File: src/hw/rtl/wsds_pkg.sv
`default_nettype none
// ----------------------------------------------------------------------------
// wsds_pkg: shared types and constants
// Request codes, result status codes, widths, the command and status structs and sat_add.
// ----------------------------------------------------------------------------
package wsds_pkg;
  localparam int QUERY_MAX_DEF  = 128;
  localparam int TRAJ_MAX_DEF   = 65536;
  localparam int WINDOW_MAX_DEF = 128;
  localparam int WLEN_RESET     = 100;
  localparam int COORD_W        = 24;
  localparam int COST_W         = 48;
  localparam int IDX_W          = 17;
  localparam int SQ_W           = 52;
  localparam logic [COST_W-1:0] COST_MAX = {COST_W{1'b1}};

  localparam logic [1:0] REQ_QUERY = 2'd0;
  localparam logic [1:0] REQ_TRAJ  = 2'd1;
  localparam logic [1:0] REQ_RUN   = 2'd2;

  localparam logic [1:0] ST_OK    = 2'd0;
  localparam logic [1:0] ST_EMPTY = 2'd1;
  localparam logic [1:0] ST_OVF   = 2'd2;

  // controller to datapath
  typedef struct packed {
    logic row_start;   // load trajectory point j, reset inner column k
    logic first_row;   // j == i
    logic cell_go;     // process one cell (column k)
    logic clear_best;
  } wsds_cmd_t;

  // datapath to controller
  typedef struct packed {
    logic row_done;    // last cell of current row finished
    logic cell_done;   // a cell other than the last one finished
  } wsds_sts_t;

  function automatic logic [COST_W-1:0] sat_add(input logic [COST_W-1:0] a,
                                                input logic [COST_W-1:0] b);
    logic [COST_W:0] s;
    s = {1'b0, a} + {1'b0, b};
    return s[COST_W] ? COST_MAX : s[COST_W-1:0];
  endfunction
endpackage
`default_nettype wire

File: src/hw/rtl/wsds_ctrl.sv
`default_nettype none
// ----------------------------------------------------------------------------
// wsds_ctrl: search sequencer
// Walks start i, end j and query columns; issues cell commands to the datapath.
// ----------------------------------------------------------------------------
module wsds_ctrl #(
  parameter int TRAJ_MAX   = wsds_pkg::TRAJ_MAX_DEF,
  parameter int WINDOW_MAX = wsds_pkg::WINDOW_MAX_DEF
) (
  input  wire logic                      clk,
  input  wire logic                      rst_n,
  input  wire logic                      go,
  input  wire logic [wsds_pkg::IDX_W-1:0] n_cnt,
  input  wire logic [7:0]                wlen,
  input  wire wsds_pkg::wsds_sts_t       sts,
  output wsds_pkg::wsds_cmd_t            cmd,
  output logic [$clog2(TRAJ_MAX)-1:0]    t_raddr,
  output logic [wsds_pkg::IDX_W-1:0]     cur_i,
  output logic [wsds_pkg::IDX_W-1:0]     cur_j,
  output logic                           done
);
  import wsds_pkg::*;
  typedef enum logic [2:0] {S_IDLE, S_ROW, S_CELL, S_WAIT} state_t;
  state_t           state_r;
  logic [IDX_W-1:0] i_r, j_r, end_r, w;

  always_comb begin
    w = IDX_W'(wlen);
    if (w == '0) w = IDX_W'(1);
    if (w > IDX_W'(WINDOW_MAX)) w = IDX_W'(WINDOW_MAX);
  end

  always_ff @(posedge clk) begin
    if (!rst_n) begin
      state_r <= S_IDLE;
      cmd     <= '0;
      done    <= 1'b0;
      i_r     <= '0;
      j_r     <= '0;
      end_r   <= '0;
    end else begin
      cmd  <= '0;
      done <= 1'b0;
      unique case (state_r)
        S_IDLE: if (go) begin
          i_r   <= '0;
          j_r   <= '0;
          end_r <= (n_cnt > w) ? w : n_cnt;
          cmd.clear_best <= 1'b1;
          state_r <= S_ROW;
        end
        S_ROW: begin
          cmd.row_start <= 1'b1;
          cmd.first_row <= (j_r == i_r);
          state_r <= S_CELL;
        end
        S_CELL: begin
          cmd.cell_go <= 1'b1;
          state_r <= S_WAIT;
        end
        S_WAIT: if (sts.row_done) begin
          if (j_r + 1'b1 < end_r) begin
            j_r <= j_r + 1'b1;
            state_r <= S_ROW;
          end else if (i_r + 1'b1 < n_cnt) begin
            i_r   <= i_r + 1'b1;
            j_r   <= i_r + 1'b1;
            end_r <= (n_cnt - i_r - 1'b1 > w) ? i_r + 1'b1 + w : n_cnt;
            state_r <= S_ROW;
          end else begin
            done <= 1'b1;
            state_r <= S_IDLE;
          end
        end else if (sts.cell_done) begin
          // column finished but not the row: next cell
          state_r <= S_CELL;
        end
        default: state_r <= S_IDLE;
      endcase
    end
  end
  // S_WAIT issues the next cell only once the datapath reports the current one
  assign t_raddr = j_r[$clog2(TRAJ_MAX)-1:0];
  assign cur_i   = i_r;
  assign cur_j   = j_r;
endmodule
`default_nettype wire

File: config.mk
export PLATFORM = sky130hd
export DESIGN_NAME = wsds_ctrl
export DESIGN_NICKNAME = d
export VERILOG_FILES = /design/src/hw/rtl/wsds_pkg.sv /design/src/hw/rtl/wsds_ctrl.sv
export SDC_FILE = /design/constraint.sdc
export NUM_CORES = 1
export LEC_CHECK = 0
export BUFFER_PORTS_ARGS = -buffer_cell sky130_fd_sc_hd__buf_2
export CAP_MARGIN = 20
export CORE_MARGIN = 1.5
export CORE_UTILIZATION = 25
export DETAILED_ROUTE_END_ITERATION = 10
export PLACE_DENSITY = 0.45
export SKIP_LAST_GASP = 1
export SYNTH_ARGS = -nofsm -noshare
export SYNTH_HDL_FRONTEND = slang
export SYNTH_SLANG_ARGS = --single-unit
export TNS_END_PERCENT = 50
File: constraint.sdc
create_clock -name clk -period 7.2 [get_ports clk]
set_input_delay 0.36 -clock clk [delete_from_list [all_inputs] [get_ports clk]]
set_output_delay 0.36 -clock clk [all_outputs]
set_load 0.005 [all_outputs]
* Word level (Yosys, flattened, before mapping)
Index checks and enable logic that the tools add are counted.
Word-level totals: word-level logic and storage cells 68, bits of input ports 30, flip-flop bits (word level) 59
Operators by class: equal/unequal tests 10, reduce and logical (&&, ||, !) cells 9, order comparisons 5, bitwise operators 3, mux-type cells 27, add/sub/neg operators 5
Operators with widths (number):
- $mux W17 | 13
- $pmux W17 S2 | 3
- $add A17 B1 Y17 const B | 2
- $gt A17 B17 Y1 | 2
- $lt A17 B17 Y1 | 2
- $add A17 B17 Y17 | 1
- $eq A17 B17 Y1 | 1
- $gt A17 B8 Y1 const B | 1
- $sub A17 B1 Y17 const B | 1
- $sub A17 B17 Y17 | 1
- $pmux W3 S4 | 1
- $mux W3 | 3
- $logic_not A8 Y1 | 1
- $mux W8 | 1
- $ne A2 B2 Y1 const B | 4
- $eq A3 B2 Y1 const B | 2
- $ne A3 B3 Y1 const B | 2
- $reduce_and A2 Y1 | 3
- $mux W1 | 5
- $reduce_and A5 Y1 | 1
- $reduce_and A4 Y1 | 1
- $reduce_or A4 Y1 | 1
- $eq A3 B1 Y1 const B | 1
- $logic_not A3 Y1 | 1
- other kinds (3) | 5

* Logic depth before layout (Yosys ltp)
Gate-level depths: netlist of the first run.
depth after elaboration 10, depth in mapped cells 17, depth with buffers taken out 14

* Worst setup path before layout of the first run
OpenSTA, ideal clock, no wires.
path type register to register, start reg i_r[0], in the netlist cur_i[0], end reg end_r[2], period minus slack after synthesis 3.645 ns, arrival time 3.526 ns, setup time 0.120 ns, path buffers 2, slack 3.555 ns, stages on the path, launching flop included 17, cells stage by stage dfxtp_1 clkbuf_2 inv_1 ha_1 fa_1 a21oi_1 o221a_2 xnor2_1 ha_1 a21o_1 a21oi_1 o21ai_2 a2111oi_4 and4_1 buf_6 a211oi_1 a211o_1
On the way: word-level cells in the longest chain between the ends 8
Ends and longest elaborated chain:
- start: declaration | RTL line wsds_ctrl.sv:25 | logic [IDX_W-1:0] i_r, j_r, end_r, w;
- start signal: assignment | RTL line wsds_ctrl.sv:66 | i_r <= i_r + 1'b1;
- $sub A17 B17 Y17 | RTL line wsds_ctrl.sv:68 | end_r <= (n_cnt - i_r - 1'b1 > w) ? i_r + 1'b1 + w : n_cnt;
- $sub A17 B1 Y17 | RTL line wsds_ctrl.sv:68
- $gt A17 B17 Y1 | RTL line wsds_ctrl.sv:68
- $mux W17 | RTL line wsds_ctrl.sv:68
- $mux W17 | RTL line wsds_ctrl.sv:65 | end else if (i_r + 1'b1 < n_cnt) begin
- $mux W17 | RTL line wsds_ctrl.sv:62 | if (j_r + 1'b1 < end_r) begin
- $mux W17 | RTL line wsds_ctrl.sv:61 | S_WAIT: if (sts.row_done) begin
- $pmux W17 S2 | RTL line wsds_ctrl.sv:44 | unique case (state_r)
- end signal: assignment | RTL line wsds_ctrl.sv:48 | end_r <= (n_cnt > w) ? w : n_cnt;
- end signal: assignment | RTL line wsds_ctrl.sv:68
- end: declaration | RTL line wsds_ctrl.sv:25
Several ways; a longest one is shown, not always the timed one. The select of a mux whose other input is x is not followed. A chain may end at the register's enable or synchronous reset.

* Worst setup path after layout of the first run
start reg i_r[0], in the netlist cur_i[0], end reg end_r[11]
The elaborated chain is that of the path after synthesis.

==> impl_metrics.env, run 1 <==
export IMPL_p_per_area_nw_per_um2=138.4
export IMPL_core_um2=25330
export IMPL_htree_levels=3
export IMPL_synth_distinct_cells=84
export IMPL_ys_ff_latch=58
export IMPL_die_w_um=164.0
export IMPL_status="completed"
export IMPL_endpoint_kind="flip-flop"
export IMPL_ys_warn_count=0
export IMPL_crit_required_ns=7.46
export IMPL_post_route_period_util=0.6458
export IMPL_crit_buf_inv=1
export IMPL_routedWlPerCell_um=18.18
export IMPL_dp_hpwl_mm=17.89
export IMPL_synth_async_reset_ratio=0
export IMPL_initial_utilization=0.2557
export IMPL_grt_pass1_vias=6027
export IMPL_clk_latency_ns=0.34
export IMPL_cts_buffer_depth=2
export IMPL_maxSlewHeadroom=0.3267
export IMPL_critPathLaunchType="flip-flop"
export IMPL_yosysTopAreaCell="dfxtp_1"
export IMPL_synthFlopType="dfxtp_1"
export IMPL_design_die_area_um2=26880
export IMPL_cts_hold_buf=0
export IMPL_num_rows=58
export IMPL_synth_area_top_cells="dfxtp_1 18%, ha_1 14%, xnor2_1 7.2%, inv_1 4.7%, nand3_1 3.7%"
export IMPL_n_antenna_cell=0
export IMPL_slew_violations=0
export IMPL_fmax_mhz=215.1
export IMPL_cts_buffers=9
export IMPL_setup_violations_final=0
export IMPL_regArea_um2=1161
export IMPL_peakVddDrop_uv=98.34
export IMPL_antenna_left=0
export IMPL_post_place_cells=1197
export IMPL_grt_max_degree=54
export IMPL_criticalPathCategory="flip-flop to flip-flop"
export IMPL_worst_pin_slew_ns=1.009
export IMPL_grt_ovfl_total=0
export IMPL_synth_commonest_cells="81 x inv_1, 75 x ha_1, 61 x nand2_1, 58 x dfxtp_1, 53 x xnor2_1"
export IMPL_synth_edf_count=0
export IMPL_wirelength_mm=22.07
export IMPL_vias=6037
export IMPL_cts_resized=0
export IMPL_syn_cell_area_um2=6476
export IMPL_drt_vias_per_instance=4.973
export IMPL_seq_area_frac_synth=0.1793
export IMPL_dr_pass1_iters=4
export IMPL_post_route_cells_drive_above_1_share=0.1550
export IMPL_maxCapViolCount=0
export IMPL_io_buffers=84
export IMPL_synthCells=835
export IMPL_path_clk_slew_ns=0.06
export IMPL_clock_sinks=58
export IMPL_drc_errors=0
export IMPL_multi_input_area_um2=4687
export IMPL_cp_top_family="simple AND/OR/NAND/NOR gates"
export IMPL_fin_nets=986
export IMPL_grt_setup_unrepaired="false"
export IMPL_syn_avg_cell_area_um2=7.756
export IMPL_cpMaxStageDelayCell="dfxtp_1"
export IMPL_dieHeight_um=164.0
export IMPL_track_usage=0.1682
export IMPL_area_growth_pct=13.00
export IMPL_post_cts_buffers=0
export IMPL_clockRootBuffer="clkbuf_16"
export IMPL_worst_ep_arrival_time_ns=4.91
export IMPL_cp_cell_sequence="ha_1 > and3_1 > nand2_1 > or4_1 > xor2_1 > inv_1 > ha_1 > nand4_1 > a211o_1 > and3_1 > a21oi_4 > nand2_1 > o22ai_1"
export IMPL_ios=85
export IMPL_tns_ns=0
export IMPL_gp_congestion=0.8713
export IMPL_critical_path_peak_fanout=24
export IMPL_fin_skew_ns=0.008783
export IMPL_synth_top_cell_area_share=0.1793
export IMPL_fin_crit_ns=4.650
export IMPL_grt_pass1_wl_mm=34.24
export IMPL_synth_nets=942
export IMPL_drt_initial_drc_count=351
export IMPL_cts_tree="built"
export IMPL_post_synth_top_count_cell="inv_1"
export IMPL_fillCellCount=2747
export IMPL_leakagePower_nw=3.276
export IMPL_antenna_found_initial=0
export IMPL_final_hold_violation_count=0
export IMPL_hold_class="input pin to flip-flop"
export IMPL_instances_no_fill=1214
export IMPL_slowest_delay_ns=0.60
-- worst reg2reg max path: stages, from the launching register on --
cell and delay (ns):
dfxtp_1 0.60, ha_1 0.32, and3_1 0.34, nand2_1 0.12, or4_1 0.54, xor2_1 0.25, inv_1 0.15, ha_1 0.32
nand4_1 0.14, a211o_1 0.31, and3_1 0.21, a21oi_4 0.58, nand2_1 0.41, o22ai_1 0.25
-- registers in the layout, summed over array words and instances (netlist names) --
signal	count
cur_i	17
done	1
cur_j	17
end_r	17
cmd	4
state_r	2
-- final timing paths --
kind                   from   endpoint  slack, ns  depth (start not counted)
hold / removal    n_cnt[15]  end_r[15]       0.34                          3
hold reg to reg    end_r[5]   end_r[5]       0.50                          2
setup reg to reg   cur_i[0]  end_r[11]       2.55                         13
setup / recovery   cur_i[0]  end_r[11]       2.55                         13
-- report_power, final --
group          total (W)  switching, W  internal (W)
registers       0.000333    0.00000561      0.000327
logic           0.000256      0.000164     0.0000922
clock network   0.000424      0.000164      0.000260
total            0.00101      0.000334      0.000679
-- cell type report --
cell class / instances / area share
Multi-Input combinational cell: 639 / 0.6405
Sequential cell: 58 / 0.1587
Timing Repair Buffer: 89 / 0.06257
Tap cell: 330 / 0.05642
Inverter: 82 / 0.04206
Clock buffer: 12 / 0.03642
Clock inverter: 4 / 0.003419
-- metal layers --
layer	wire [um]	share of wire	GRT usage	vias up
li1	-	-	-	3078
met1	10280	0.47	0.2116	2813
met2	10400	0.47	0.2869	114
met3	751	0.034	0.03182	32
met4	646	0.029	0.05537	0
met5	0	0	0	-
-- placed cells by master, fill, tap and decap left out, types with 3 or more instances in the layout --
cell type	Yosys	final
a211o_1	6	6
mux2i_1	16	16
xnor2_1	53	53
clkbuf_8	0	3
a21boi_0	15	15
or2_2	6	6
nor3b_1	3	3
a211oi_1	8	8
o22ai_1	5	5
a21boi_1	19	19
clkbuf_16	0	9
nand2_1	61	61
nor2b_1	5	5
nand4_1	18	18
nor3_1	22	22
a21o_1	15	15
o21a_1	8	8
buf_2	15	84
ha_1	75	75
a41oi_1	3	3
a21oi_1	38	38
dfxtp_1	58	58
and3_1	17	17
a31oi_1	4	4
nand2b_1	4	4
o221ai_1	9	9
a2111o_1	8	8
or3_1	9	9
inv_1	81	81
nor2_1	47	47
nor4_1	11	11
o21ai_0	29	29
xor2_1	14	14
o21bai_1	4	4
buf_4	20	5
o32ai_1	4	4
nand3_1	48	48
-- cell families after synthesis --
| group | Yosys count | share of synthesized area |
|---|---|---|
| buffers and inverters | 138 | 0.09698 |
| and+or+nand+nor | 270 | 0.2158 |
| adders and majority gates | 77 | 0.1511 |
| AOI/OAI and AO/OA | 208 | 0.2398 |
| muxes | 17 | 0.02647 |
| DFF | 58 | 0.1793 |
| xor gates and xnor gates | 67 | 0.09061 |
-- metrics by stage --
step	hold WS, ns	utilization	total power (W)	setup slack, ns	instance area [um^2]
2_1_floorplan	0.4443	-	0.0005209	3.555	6476
3_3_place_gp	0.4783	0.2771	0.0005950	2.430	7019
3_5_place_dp	0.4949	0.2771	0.0005933	2.432	7019
4_1_cts	0.3311	0.2887	0.001020	2.405	7311
5_1_grt	0.3601	0.2890	0.001061	2.140	7318
6_report	0.3376	0.2890	0.001013	2.550	7318
No activity file was read; power rests on OpenSTA's default activity.
==> run 2: changes to the inputs <==
clock period = 4.5 ns   (was 7.2 ns; I/O delays follow)
==> run 2 against run 1 <==
Sequential share of layout area is 0.38 points lower. Clock skew is 0.00070 ns lower. Worst setup slack worse by 2.2 ns. Count of clock-buffer cells in the layout is 2 higher. Critical path depth is 2 higher. Core utilization is 0.72 points higher. Register-to-register slack worse by 2.2 ns. Flip-flop and latch count stayed put. First-iteration DRC count is 37% higher. Worst hold slack worse by 0.12 ns. Design area is 2.5% higher. Die area stayed put. Critical endpoint is now end_r[2]. Largest cell class unchanged.
==> impl_metrics.env, run 2 (synthesis gave the netlist of run 1 again) <==
export IMPL_cts_tree="built"
export IMPL_fin_crit_ns=4.171
export IMPL_regArea_um2=1161
export IMPL_antenna_found_initial=0
export IMPL_layout_setup_ws_ns=0.3292
export IMPL_status="completed"
export IMPL_peakVddDrop_uv=159.4
export IMPL_area_growth_pct=15.80
export IMPL_cp_cell_sequence="buf_4 > inv_1 > ha_1 > a21o_1 > a21oi_1 > xnor2_1 > ha_1 > and3_1 > a221o_1 > a21oi_1 > o21ai_2 > a2111oi_4 > and4_1 > a211oi_1 > a211o_1"
export IMPL_cts_buffers=9
export IMPL_fillCellCount=2769
export IMPL_multi_input_area_um2=4711
export IMPL_clk_latency_ns=0.34
export IMPL_dieHeight_um=164.0
export IMPL_post_route_cells_drive_above_1_share=0.1766
export IMPL_tns_ns=0
export IMPL_design_die_area_um2=26880
export IMPL_endpoint_kind="flip-flop"
export IMPL_maxCapViolCount=0
export IMPL_slew_violations=0
export IMPL_cts_hold_buf=0
export IMPL_clockRootBuffer="clkbuf_16"
export IMPL_ios=85
export IMPL_drt_initial_drc_count=480
export IMPL_criticalPathCategory="flip-flop to flip-flop"
export IMPL_dr_pass1_iters=4
export IMPL_vias=6210
export IMPL_final_hold_violation_count=0
export IMPL_antenna_left=0
export IMPL_grt_pass1_vias=6169
export IMPL_final_common_cell="buf_2"
export IMPL_hold_class="input pin to flip-flop"
export IMPL_post_route_period_util=0.9268
export IMPL_setup_violations_final=0
export IMPL_io_buffers=84
export IMPL_cpMaxStageDelayCell="a2111oi_4"
export IMPL_htree_levels=3
export IMPL_routedWlPerCell_um=18.52
export IMPL_fin_skew_ns=0.008078
export IMPL_dp_hpwl_mm=18.41
export IMPL_worst_ep_arrival_time_ns=4.41
export IMPL_initial_utilization=0.2557
export IMPL_grt_pass1_wl_mm=35.70
export IMPL_num_rows=58
export IMPL_wirelength_mm=22.89
export IMPL_leakagePower_nw=3.411
export IMPL_critPathLaunchType="flip-flop"
export IMPL_grt_ovfl_total=0
export IMPL_drt_vias_per_instance=5.024
export IMPL_grt_setup_unrepaired="false"
export IMPL_n_antenna_cell=0
export IMPL_core_um2=25330
export IMPL_clock_sinks=58
export IMPL_slowest_delay_ns=0.53
export IMPL_cts_buffer_depth=2
export IMPL_fmax_mhz=239.8
export IMPL_gp_congestion=0.8575
export IMPL_preCtsSetupSlack_ns=0.2508
export IMPL_crit_required_ns=4.74
export IMPL_grt_max_degree=54
export IMPL_drc_errors=0
export IMPL_p_per_area_nw_per_um2=215.5
export IMPL_track_usage=0.1755
export IMPL_critical_path_peak_fanout=8
export IMPL_die_w_um=164.0
export IMPL_worst_pin_slew_ns=1.052
export IMPL_p_total_w=0.001616
export IMPL_path_clk_slew_ns=0.06
export IMPL_mostFrequentLayoutCells="84 x buf_2, 81 x inv_1, 75 x ha_1"
export IMPL_maxSlewHeadroom=0.2982
export IMPL_fin_nets=1008
==> run 2: path summary, 6_finish.rpt <==
kind / from / end / slack [ns] / depth (start not counted)
min: sts[1] / state_r[0] / 0.22 / 3
max reg2reg: cur_i[1] / end_r[2] / 0.33 / 15
min reg2reg: end_r[3] / end_r[3] / 0.50 / 2
max: cur_i[1] / end_r[2] / 0.33 / 15
==> run 2: where the power goes <==
group          switching (W)  internal (W)  leakage, nW
clock network       0.000250      0.000416        0.143
logic               0.000264      0.000153         2.80
registers         0.00000874      0.000524        0.469
total               0.000523       0.00109         3.41
==> run 2: metrics by stage <==
step,std cells,instance area [um^2],hold WS (ns),util
global placement,1219,7184,0.4798,0.2837
global route,1236,7500,0.2502,0.2961
floorplan,835,6476,0.3595,-
detailed placement,1219,7184,0.4947,0.2837
CTS,1235,7468,0.2028,0.2949
finish,1236,7500,0.2215,0.2961
==> run 2: layout make-up <==
class,instances,share of cell area
Multi-Input combinational cell,639,0.6281
Sequential cell,58,0.1548
Inverter,82,0.04104
Timing Repair Buffer,111,0.08308
Clock inverter,2,0.001335
Clock buffer,14,0.03654
Tap cell,330,0.05506
==> run 2: worst max-delay path, delay by kind of cell, from the launching register on <==
family	cells	cell delay (ns)
compound gates	8	2.03
xor+xnor	1	0.14
fa+ha+maj	2	0.53
buf+inv	2	0.26
flops	1	0.41
simple gates	2	0.68
==> run 2: per-layer routing <==
metal / GRT usage / up-vias / part of all wire
met5: 0 / - / 0
met4: 0.05165 / 0 / 0.021
met3: 0.02601 / 24 / 0.037
met2: 0.2932 / 143 / 0.47
met1: 0.2324 / 2918 / 0.47
li1: - / 3125 / -
==> run 2: repair_timing <==
action | 4_1_cts | 5_1_grt
setup endpoints to repair | 0 | 22
endpoints found under the hold margin | 0 | 0
resized for setup | 0 | 5
setup buffers | 0 | 1
